--- config.mk ---
export PLATFORM = sky130hd
export DESIGN_NAME = sensor_range_scaler_deadband
export DESIGN_NICKNAME = d
export VERILOG_FILES = /design/src/rtl/core/srsd_pkg.sv /design/src/rtl/core/srsd_div.sv /design/src/rtl/core/sensor_range_scaler_deadband.sv
export SDC_FILE = /design/constraint.sdc
export NUM_CORES = 1
export LEC_CHECK = 0
export BUFFER_PORTS_ARGS = -buffer_cell sky130_fd_sc_hd__buf_2
export CORE_MARGIN = 2
export CORE_UTILIZATION = 40
export DETAILED_ROUTE_END_ITERATION = 12
export SKIP_LAST_GASP = 1
export SYNTH_ARGS = -nofsm -noshare
export SYNTH_HDL_FRONTEND = slang
export SYNTH_SLANG_ARGS = --single-unit
export TNS_END_PERCENT = 5
--- constraint.sdc ---
create_clock -name clk -period 6 [get_ports clk]
set_input_delay 0.9 -clock clk [delete_from_list [all_inputs] [get_ports clk]]
set_output_delay 0.9 -clock clk [all_outputs]
set_load 0.02 [all_outputs]
--- src/rtl/core/srsd_pkg.sv ---
`default_nettype none

package srsd_pkg;

  localparam int CHANNELS_DEF = 3;
  localparam int CHANNELS_MAX = 16;

  localparam int ACT_W   = 2;
  localparam int CH_W    = 2;
  localparam int RAW_W   = 10;
  localparam int RD_W    = 8;
  localparam int PCT_W   = 7;
  localparam int LIM_W   = 8;
  localparam int NUM_W   = 15;
  localparam int CNT_W   = 3;

  localparam int IN_DATA_W  = 16;
  localparam int IN_USER_W  = 2;
  localparam int OUT_DATA_W = 32;

  localparam logic [ACT_W-1:0] ACT_MEASURE    = 2'd0;
  localparam logic [ACT_W-1:0] ACT_CAL_START  = 2'd1;
  localparam logic [ACT_W-1:0] ACT_CAL_SAMPLE = 2'd2;

  localparam logic [PCT_W-1:0] DEADBAND_RST = 7'd2;
  localparam logic [PCT_W-1:0] PCT_FULL     = 7'd100;
  localparam logic [LIM_W-1:0] LIM_TOP      = 8'd255;
  localparam logic [LIM_W-1:0] LIM_BOT      = 8'd0;

  localparam logic [NUM_W-1:0] MUL_PCT   = 15'd100;
  localparam logic [NUM_W-1:0] MUL_OVER  = 15'd101;
  localparam logic [CNT_W-1:0] DIV_STEPS = 3'd7;

  typedef struct packed {
    logic busy;
    logic done;
  } div_sts_t;

endpackage

`default_nettype wire

--- src/rtl/core/srsd_div.sv ---
`default_nettype none

module srsd_div (
  input  wire logic                         clk,
  input  wire logic                         rst_n,
  input  wire logic                         start,
  input  wire logic [srsd_pkg::NUM_W-1:0]   num,
  input  wire logic [srsd_pkg::LIM_W-1:0]   den,
  output srsd_pkg::div_sts_t                sts,
  output logic      [srsd_pkg::PCT_W-1:0]   quo
);
  import srsd_pkg::*;

  logic [NUM_W-1:0] rem_r, rem_nxt;
  logic [NUM_W-1:0] den_r, den_nxt;
  logic [PCT_W-1:0] quo_r, quo_nxt;
  logic [CNT_W-1:0] cnt_r, cnt_nxt;
  logic             done_r, done_nxt;
  logic             fit;

  // one restoring step per cycle, divisor walks down from bit 6
  assign fit = (rem_r >= den_r);

  always_comb begin
    rem_nxt  = rem_r;
    den_nxt  = den_r;
    quo_nxt  = quo_r;
    cnt_nxt  = cnt_r;
    done_nxt = 1'b0;
    if (start) begin
      rem_nxt = num;
      den_nxt = {1'b0, den, 6'b0};
      cnt_nxt = DIV_STEPS;
    end else if (cnt_r != '0) begin
      if (fit) begin
        rem_nxt = rem_r - den_r;
      end
      quo_nxt  = {quo_r[PCT_W-2:0], fit};
      den_nxt  = den_r >> 1;
      cnt_nxt  = cnt_r - 3'd1;
      done_nxt = (cnt_r == 3'd1);
    end
  end

  always_ff @(posedge clk) begin
    rem_r <= rem_nxt;
    den_r <= den_nxt;
    quo_r <= quo_nxt;
    if (!rst_n) begin
      cnt_r  <= '0;
      done_r <= 1'b0;
    end else begin
      cnt_r  <= cnt_nxt;
      done_r <= done_nxt;
    end
  end

  assign sts.busy = (cnt_r != '0);
  assign sts.done = done_r;
  assign quo      = quo_r;

endmodule

`default_nettype wire

--- src/rtl/core/sensor_range_scaler_deadband.sv ---
// Channel  | Dir | Ports                               | Item
// in       | in  | in_tvalid/in_tready/in_tdata/tuser  | action, channel, raw reading
// out      | out | out_tvalid/out_tready/out_tdata     | channel, level, flags, limits
// cfg      | in  | cfg_valid/cfg_ready/cfg_data        | deadband
//
// Measure on a good span: accept, load, range check, 7 divider steps, quotient capture,
// write-back; below low limit or above full scale the divider is skipped. Every other
// item goes from load to write-back. One item at a time; in_tready is low meanwhile.
// Synchronous active-low reset restores limits, levels and deadband.
// A stalled result holds in the output register; the next item may be taken meanwhile.
`default_nettype none

module sensor_range_scaler_deadband #(
  parameter int CHANNELS = srsd_pkg::CHANNELS_DEF
) (
  input  wire logic                              clk,
  input  wire logic                              rst_n,
  input  wire logic                              in_tvalid,
  output logic                                   in_tready,
  // [1:0] channel, [11:2] raw_reading, [15:12] zero
  input  wire logic [srsd_pkg::IN_DATA_W-1:0]    in_tdata,
  // [1:0] action
  input  wire logic [srsd_pkg::IN_USER_W-1:0]    in_tuser,
  output logic                                   out_tvalid,
  input  wire logic                              out_tready,
  // [1:0] out_channel, [8:2] level, [9] level_changed, [10] clipped,
  // [11] span_bad, [19:12] low_out, [27:20] high_out, [31:28] zero
  output logic      [srsd_pkg::OUT_DATA_W-1:0]   out_tdata,
  input  wire logic                              cfg_valid,
  output logic                                   cfg_ready,
  input  wire logic [srsd_pkg::PCT_W-1:0]        cfg_data
);
  import srsd_pkg::*;

  localparam int IDX_W = (CHANNELS > 1) ? $clog2(CHANNELS) : 1;

  typedef enum logic [4:0] {
    ST_IDLE  = 5'b00001,
    ST_LOAD  = 5'b00010,
    ST_CHECK = 5'b00100,
    ST_DIV   = 5'b01000,
    ST_FIN   = 5'b10000
  } state_t;

  state_t state_r, state_nxt;

  logic [ACT_W-1:0] act_r;
  logic [CH_W-1:0]  ch_r;
  logic [RD_W-1:0]  rd_r;
  logic             rng_r;
  logic             bad_r;
  logic             neg_r;
  logic             clip_r;
  logic [LIM_W-1:0] diff_r;
  logic [LIM_W-1:0] span_r;
  logic [PCT_W-1:0] val_r;
  logic [PCT_W-1:0] deadband_r;

  logic [LIM_W-1:0] low_r  [CHANNELS];
  logic [LIM_W-1:0] high_r [CHANNELS];
  logic [PCT_W-1:0] kept_r [CHANNELS];

  logic                  out_tvalid_r;
  logic [OUT_DATA_W-1:0] out_tdata_r, out_tdata_nxt;

  logic             in_acc;
  logic             in_rng;
  logic [3:0]       ch_ext;
  logic [IDX_W-1:0] idx;
  logic [LIM_W-1:0] lo_cur, hi_cur;
  logic [PCT_W-1:0] kept_cur;
  logic [NUM_W-1:0] num;
  logic             over;
  logic             div_start;
  div_sts_t         div_sts;
  logic [PCT_W-1:0] div_quo;
  logic             fin_go;
  logic [LIM_W-1:0] lo_new, hi_new;
  logic [PCT_W:0]   k_hi, v_hi;
  logic             chg;
  logic [PCT_W-1:0] lvl_new;

  assign in_tready = (state_r == ST_IDLE);
  assign in_acc    = in_tvalid && in_tready;
  assign cfg_ready = 1'b1;

  assign in_rng = (int'(ch_r) < CHANNELS);
  assign ch_ext = {2'b0, ch_r};
  assign idx    = in_rng ? ch_ext[IDX_W-1:0] : '0;

  assign lo_cur   = low_r[idx];
  assign hi_cur   = high_r[idx];
  assign kept_cur = kept_r[idx];

  assign num       = NUM_W'(diff_r) * MUL_PCT;
  assign over      = (num >= NUM_W'(span_r) * MUL_OVER);
  assign div_start = (state_r == ST_CHECK) && !neg_r && !over;

  srsd_div u_div (
    .clk   (clk),
    .rst_n (rst_n),
    .start (div_start),
    .num   (num),
    .den   (span_r),
    .sts   (div_sts),
    .quo   (div_quo)
  );

  assign fin_go = (state_r == ST_FIN) && !(out_tvalid_r && !out_tready);

  always_comb begin
    state_nxt = state_r;
    case (state_r)
      ST_IDLE:  if (in_acc) state_nxt = ST_LOAD;
      ST_LOAD: begin
        if (in_rng && act_r == ACT_MEASURE && hi_cur > lo_cur) begin
          state_nxt = ST_CHECK;
        end else begin
          state_nxt = ST_FIN;
        end
      end
      ST_CHECK: state_nxt = div_start ? ST_DIV : ST_FIN;
      ST_DIV:   if (div_sts.done) state_nxt = ST_FIN;
      ST_FIN:   if (fin_go) state_nxt = ST_IDLE;
      default:  state_nxt = ST_IDLE;
    endcase
  end

  // write-back values
  always_comb begin
    lo_new = lo_cur;
    hi_new = hi_cur;
    if (act_r == ACT_CAL_START) begin
      lo_new = LIM_TOP;
      hi_new = LIM_BOT;
    end else if (act_r == ACT_CAL_SAMPLE) begin
      if (rd_r > hi_cur) begin
        hi_new = rd_r;
      end else if (rd_r < lo_cur) begin
        lo_new = rd_r;
      end
    end
  end

  assign k_hi    = {1'b0, kept_cur} + {1'b0, deadband_r};
  assign v_hi    = {1'b0, val_r} + {1'b0, deadband_r};
  assign chg     = (act_r == ACT_MEASURE) && !bad_r &&
                   (({1'b0, val_r} > k_hi) || (v_hi < {1'b0, kept_cur}));
  assign lvl_new = chg ? val_r : kept_cur;

  always_comb begin
    out_tdata_nxt       = '0;
    out_tdata_nxt[1:0]  = ch_r;
    if (rng_r) begin
      out_tdata_nxt[8:2]   = lvl_new;
      out_tdata_nxt[9]     = chg;
      out_tdata_nxt[10]    = clip_r && (act_r == ACT_MEASURE);
      out_tdata_nxt[11]    = bad_r;
      out_tdata_nxt[19:12] = lo_new;
      out_tdata_nxt[27:20] = hi_new;
    end
  end

  always_ff @(posedge clk) begin
    if (in_acc) begin
      act_r <= in_tuser[ACT_W-1:0];
      ch_r  <= in_tdata[CH_W-1:0];
      rd_r  <= in_tdata[CH_W+RAW_W-1:CH_W+RAW_W-RD_W];
    end
    if (state_r == ST_LOAD) begin
      rng_r  <= in_rng;
      bad_r  <= (act_r == ACT_MEASURE) && !(hi_cur > lo_cur);
      neg_r  <= (rd_r < lo_cur);
      diff_r <= (rd_r < lo_cur) ? (lo_cur - rd_r) : (rd_r - lo_cur);
      span_r <= hi_cur - lo_cur;
      clip_r <= 1'b0;
      val_r  <= '0;
    end
    if (state_r == ST_CHECK) begin
      if (neg_r) begin
        clip_r <= (num >= NUM_W'(span_r));
      end else if (over) begin
        clip_r <= 1'b1;
        val_r  <= PCT_FULL;
      end
    end
    if (state_r == ST_DIV && div_sts.done) begin
      val_r <= div_quo;
    end
    if (fin_go) begin
      out_tdata_r <= out_tdata_nxt;
    end
  end

  always_ff @(posedge clk) begin
    if (!rst_n) begin
      state_r      <= ST_IDLE;
      out_tvalid_r <= 1'b0;
      deadband_r   <= DEADBAND_RST;
      for (int i = 0; i < CHANNELS; i++) begin
        low_r[i]  <= LIM_BOT;
        high_r[i] <= LIM_TOP;
        kept_r[i] <= '0;
      end
    end else begin
      state_r <= state_nxt;
      if (fin_go) begin
        out_tvalid_r <= 1'b1;
      end else if (out_tready) begin
        out_tvalid_r <= 1'b0;
      end
      if (cfg_valid && cfg_ready) begin
        deadband_r <= cfg_data;
      end
      if (fin_go && rng_r) begin
        if (act_r == ACT_CAL_START) begin
          for (int i = 0; i < CHANNELS; i++) begin
            low_r[i]  <= LIM_TOP;
            high_r[i] <= LIM_BOT;
          end
        end else begin
          low_r[idx]  <= lo_new;
          high_r[idx] <= hi_new;
          kept_r[idx] <= lvl_new;
        end
      end
    end
  end

  assign out_tvalid = out_tvalid_r;
  assign out_tdata  = out_tdata_r;

endmodule

`default_nettype wire

Yosys cells after proc, flatten, opt, wreduce, memory -nomap -nowiden
Memories as Yosys holds them, arrays and structs flattened.
Index checks and enable logic that the tools add are counted.

operators by class
  muxes and demuxes = 58
  divide/modulo/power cells = 0
  $mul = 2
  reductions and logical operators = 33
  shifts and indexed selects = 0
  bitwise logic cells = 9
  eq/ne operators = 11
  magnitude comparators = 9
  add/sub/neg operators = 7

operators with widths
  cell                    count
  $mux W8                 16
  $mux W7                 7
  $mux W15                3
  $mux W14                2
  $mux W5                 5
  $pmux W5 S5             1
  $sub A8 B8 Y8           3
  $mux W1                 18
  $add A7 B7 Y8           2
  $gt A8 B8 Y1            2
  $reduce_or A8 Y1        2
  $ge A15 B14 Y1          1
  $ge A15 B15 Y1          1
  $ge A15 B8 Y1           1
  $mul A8 B7 Y15 const B  1
  $sub A15 B14 Y15        1
  $logic_and A1 B1 Y1     13
  $mul A8 B5 Y13 const B  1
  $gt A7 B8 Y1            1
  $lt A8 B7 Y1            1
  $lt A8 B8 Y1            1
  $mux W2                 4
  $reduce_or A7 Y1        1
  $logic_not A1 Y1        6
  other kinds (22)        35

word-level totals
  word-level logic and storage cells = 154
  bits in latches = 0
  register bits after elaboration = 120
  output and inout port bits = 35
  RAM bits = 69
  memories = 3
  ROM bits = 0

memory list
  memory  words  width  read ports  clocked after Yosys merged registers in  write ports  line                                RTL
  high_r  3      8      1           0                                        3            sensor_range_scaler_deadband.sv:60  logic [LIM_W-1:0] high_r [CHANNELS];
  low_r   3      8      1           0                                        3            sensor_range_scaler_deadband.sv:59  logic [LIM_W-1:0] low_r [CHANNELS];
  kept_r  3      7      1           0                                        3            sensor_range_scaler_deadband.sv:61  logic [PCT_W-1:0] kept_r [CHANNELS];

Logic depth before layout (Yosys ltp)
  word-level depth = 10
  gate-level depth with buffers = 21
  mapped depth without buffers = 20

Cells and area by module
Synthesis repeated with hierarchy kept, for this count alone.

unflattened totals
  cells, all modules = 1308
  area, all modules = 13837.0 sq um

by module, submodules not included
  module                        area an instance (sq um)  cells each  sequential area each (sq um)  instances
  sensor_range_scaler_deadband  11254.5                   1032        4954.8                        1
  srsd_div                      2582.5                    276         1101.1                        1

Worst setup path before layout
No wires, ideal clock.

  path kind = register to register
  start = reg span_r[2]
  end = reg u_div.rem_r[10], enable pin
  clock period less this slack = 5.444 ns
  path slack = 0.556 ns
  arrival = 5.089 ns
  required time = 5.644 ns
  cell stages (with the launch flop) = 21
  cell sequence = edfxtp_1 ha_1 inv_1 fa_1 inv_1 ha_1 fa_1 ha_1 a21boi_0 o21ai_0 a21boi_0 and4_1 nor3_1 ha_1 a21o_1 a21oi_1 o31ai_1 nor4_1 clkbuf_1 inv_2 nand2_1

on the way
  cells in the longest elaborated chain, start to end = 6
  elaborated cells on any way between the ends = 7
  those cells by class = 1 x mul; 1 x order compare; 5 x reduce/logical

ends and longest elaborated chain
  item                           line                                 RTL
  start, declared                sensor_range_scaler_deadband.sv:55   logic [LIM_W-1:0] span_r;
  start signal, assigned         sensor_range_scaler_deadband.sv:175  span_r <= hi_cur - lo_cur;
  $mul A8 B7 Y15 *               sensor_range_scaler_deadband.sv:96   assign over = (num >= NUM_W'(span_r) * MUL_OVER);
  $ge A15 B15 Y1 *               sensor_range_scaler_deadband.sv:96
  $logic_not A1 Y1 *             sensor_range_scaler_deadband.sv:97   assign div_start = (state_r == ST_CHECK) && !neg_r && !over;
  $logic_and A1 B1 Y1 *          sensor_range_scaler_deadband.sv:97
  $reduce_bool A2 Y1 (no line)   n/a
  $reduce_and A2 Y1 (no line) *  n/a
  end signal, assigned           srsd_div.sv:46                       rem_r <= rem_nxt;
  end, declared                  srsd_div.sv:14                       logic [NUM_W-1:0] rem_r, rem_nxt;

Every way passes the cells marked *; elsewhere a longest branch is shown, timed or not.
A chain may end at the register's enable or synchronous reset.

==> results.md <==
* Area contributors post-synth: edfxtp_1 40%, ha_1 16%, dfxtp_1 4.9%
* Final core utilization at 0.4569
* Total wire length at 31070 um
* Placer congestion estimate at 0.8569
* Core Area at 33530 um^2
* Die ar. at 35480 um^2
* EDFF count, synth at 179
* Tot GR Track Use at 0.1745
* Area leader, netlist: edfxtp_1
* Pwr dens at 343.8 nW/um^2
* DIE HEIGHT at 188.4 um
* Hold path start: u_div.quo[4]
* Syn Area/Cell at 10.76 um^2
* Crit path buffers/inverters at 1
* HPWL after detailed placement at 23730 um
* Flop2flop setup slack at 450 ps
* Clk slew on worst S/H paths at 60 ps
* Yosys warning count at 0
* Iteration-0 DRC Markers at 698
* Share of layout cells above drive strength 1 at 0.1053
* Max Slew Vio Count at 0
* Critical path fanouts, max at 7
* CP endpoint kind: flop
* Netlist cell types at 74
* Worst reg2reg path depth at 18
* Hold-critical path depth at 0
* Maximum vdd drop at 0.0002043 V
* Num CTS Buffers at 26
* Worst slack, placed at 442.3 ps
* Cell mode on critical path: ha_1
* Initial Util at 0.4054
* Syn Inst Count at 1264
* Crit path launch type: flop
* #FFs+latches synth at 212
* First-pass iteration count of the detailed router at 6
* Reg2reg start: ch_r[1]
* Largest net degree at the start of global routing at 28
* Fmax at 0.1800 GHz
* Tcrit/Tclk final at 0.9257
* Post-route clock skew at 26.24 ps
* Routed len/inst at 17.29 um
* CTS tree: done
* Top cell type's share of synthesized area at 0.3954
* CP max stage cell: mux4_2
* GR Overflow Total at 0
* # setup viols final at 0
* Antenna violations before repair at 1
* RR Endpoint: kept_r[1][5]
* # IOs at 65
* CP cell instances: inv_1, ha_1, mux4_2, ha_1, fa_1, a21o_1, a21oi_1, o21bai_1, a21oi_1, xor2_1, ha_1, and4_1, a41oi_1, o21ai_0, a221o_1, a211oi_4, mux2i_1, nor2_1
* Antenna viol nets, final at 0
* Max-cap violations at 0
* Clock sinks at 212
* Post-Syn Area at 13600 um^2
* Final nets at 1543
* Post-CTS sizing at 0
* Critical path class: reg -> reg
* Top_reg_cell synth: edfxtp_1
* RSZ-0062 raised after global routing: true
* Crit path max-delay family: compound AO/OA/AOI/OAI gates
* Rows at 67
* Crit path DAT at 5830 ps
* Status: finished clean
* Final hold vios at 0
* Leak at 6.455 nW
* Root Driver: clkbuf_16
* Max_slew headroom at 0.3496
* Hold EP: u_div.quo[5]
* Vias in the first global route at 9292
* Final worst slack at 445.9 ps
* Dpl cells at 1749
* Async S/R FF share, synth at 0
* CP max stage delay at 630 ps
* Final hold slack at 464.0 ps
* Final non-filler cell total at 1797
* Via density at 5.304
* Hold Path Class: reg -> reg
* Worst slew pin tran at 951.0 ps
* CP required at 6280 ps
* Diode count at 0
* First-pass GRT wire length at 49590 um
* Residual DRC at 0
* Post-synthesis sequential area ratio at 0.4440
* Horiz. Die Dim at 188.4 um
* Clock Latency Late Sink at 550 ps
* Power after layout at 5.266 mW
* Synth-to-layout area growth at 12.68%
* Final critical-path required period at 5554 ps
* CTS Buffer Depth at 3
* Fillers at 3162
* Via Count at 9531
* Port Buffers at 53
* CTS H-tree depth at 1
## sequential cells by signal (all words and copies together), names as in the netlist, 7 cells and up
register and count:
rd_r 8, u_div.rem_r 15, out_tdata 28, u_div.den_r 14, kept_r 28, low_r 32, span_r 8, u_div.quo 7
diff_r 8, deadband_r 7, high_r 32, val_r 7
## power by group
part,switching (mW),leakage [nW],internal (mW)
clock,0.615,0.447,1.03
sequential,0.0881,1.93,1.86
combinational,1.01,4.08,0.663
## timing repair
action,in CTS,in global routing
hold buffers,0,0
buffers inserted,0,0
setup endpoints to repair,0,4
## layout by cell type (no fill, tap or decap), types with 10 or more instances in the layout
cell,netlist,routed
edfxtp_1,179,179
ha_1,170,170
nor2_1,142,142
inv_1,134,134
a21oi_1,86,86
nand2_1,75,75
buf_2,5,53
o21ai_0,51,51
dfxtp_1,33,33
xnor2_1,28,28
clkbuf_16,0,26
a21o_1,23,23
xor2_1,22,22
nor2b_1,22,21
mux2i_1,20,20
mux4_2,19,19
o21a_1,17,17
buf_4,5,17
fa_1,14,14
nor3_1,13,13
o31ai_1,13,13
nand2b_1,11,11
and2_1,10,10
## metrics by stage
| stage | setup TNS [ps] | instance area [um^2] |
|---|---|---|
| 2_1_floorplan | 0 | 13610 |
| 3_3_place_gp | 0 | 14400 |
| 3_5_place_dp | 0 | 14400 |
| 4_1_cts | 0 | 15320 |
| 5_1_grt | -62.88 | 15320 |
| 6_report | 0 | 15320 |
## metal layers
layer  vias to the layer above  track usage  wire length (um)
met5                         -            0                 0
met4                         0      0.05889               950
met3                        66      0.02049              1098
met2                       192       0.2962             14800
met1                      4563       0.2321             14220
li1                       4710            -                 -
## final cells by class
| type | instances | area [um^2] | area share |
|---|---|---|---|
| inverters | 135 | 506.7 | 0.03308 |
| clock buffers | 38 | 735.7 | 0.04802 |
| repair buffers | 70 | 392.9 | 0.02565 |
| well taps | 448 | 560.5 | 0.03659 |
| flip-flops and latches | 212 | 6036 | 0.3940 |
| multi-input cells | 884 | 6905 | 0.4508 |
| clock inverters | 10 | 182.7 | 0.01192 |
## Yosys cell counts, types with 5 or more instances
| cell type | instances |
|---|---|
| nor4_1 | 5 |
| mux2i_1 | 20 |
| nor3_1 | 13 |
| a221oi_1 | 5 |
| edfxtp_1 | 179 |
| buf_2 | 5 |
| nand2b_1 | 11 |
| o31ai_1 | 13 |
| clkbuf_1 | 20 |
| a21o_1 | 23 |
| inv_1 | 134 |
| a31oi_1 | 9 |
| nor2_1 | 142 |
| a211oi_1 | 9 |
| nor2b_1 | 22 |
| xnor2_1 | 28 |
| nand3_1 | 8 |
| nand2_1 | 75 |
| a21oi_1 | 86 |
| and2_1 | 10 |
| fa_1 | 14 |
| or3_1 | 6 |
| a21boi_0 | 7 |
| dfxtp_1 | 33 |
| nand4_1 | 8 |
| a22o_1 | 8 |
| o21a_1 | 17 |
| o21ai_0 | 51 |
| xor2_1 | 22 |
| buf_1 | 5 |
| ha_1 | 170 |
| mux4_2 | 19 |
| and3_1 | 5 |
| buf_4 | 5 |
| o311ai_1 | 6 |
| o21bai_1 | 7 |
## worst max-delay path by stage
stage	endpoint	startpoint	cells past startpoint
floorplan	u_div.rem_r[10]	span_r[2]	20
global placement	out_tdata[7]	ch_r[1]	18
detailed placement	out_tdata[7]	ch_r[1]	18
CTS	out_tdata[7]	ch_r[1]	18
global route	out_tdata[4]	ch_r[1]	18
finish	kept_r[1][5]	ch_r[1]	18
## worst reg2reg max path, stage by stage (launching register included)
cell and delay [ps]:
edfxtp_1 470, inv_1 100, ha_1 420, mux4_2 640, ha_1 250, fa_1 410
a21o_1 170, a21oi_1 210, o21bai_1 90, a21oi_1 190, xor2_1 170, ha_1 260
and4_1 160, a41oi_1 190, o21ai_0 110, a221o_1 320, a211oi_4 470, mux2i_1 580
nor2_1 80
## logic make-up (layout without fill, tap and decap cells)
| family | Yosys count | in the layout | synth area share |
|---|---|---|---|
| and+or+nand+nor | 321 | 321 | 0.1083 |
| AOI/OAI and AO/OA | 280 | 280 | 0.1346 |
| DFF | 212 | 212 | 0.4440 |
| adders and majority gates | 184 | 184 | 0.1771 |
| buffers and inverters | 171 | 253 | 0.04960 |
| xor gates and xnor gates | 50 | 50 | 0.03221 |
| muxes | 44 | 44 | 0.05365 |
| other | 2 | 5 | 0.0005524 |
(Power assumes the default switching activity.)
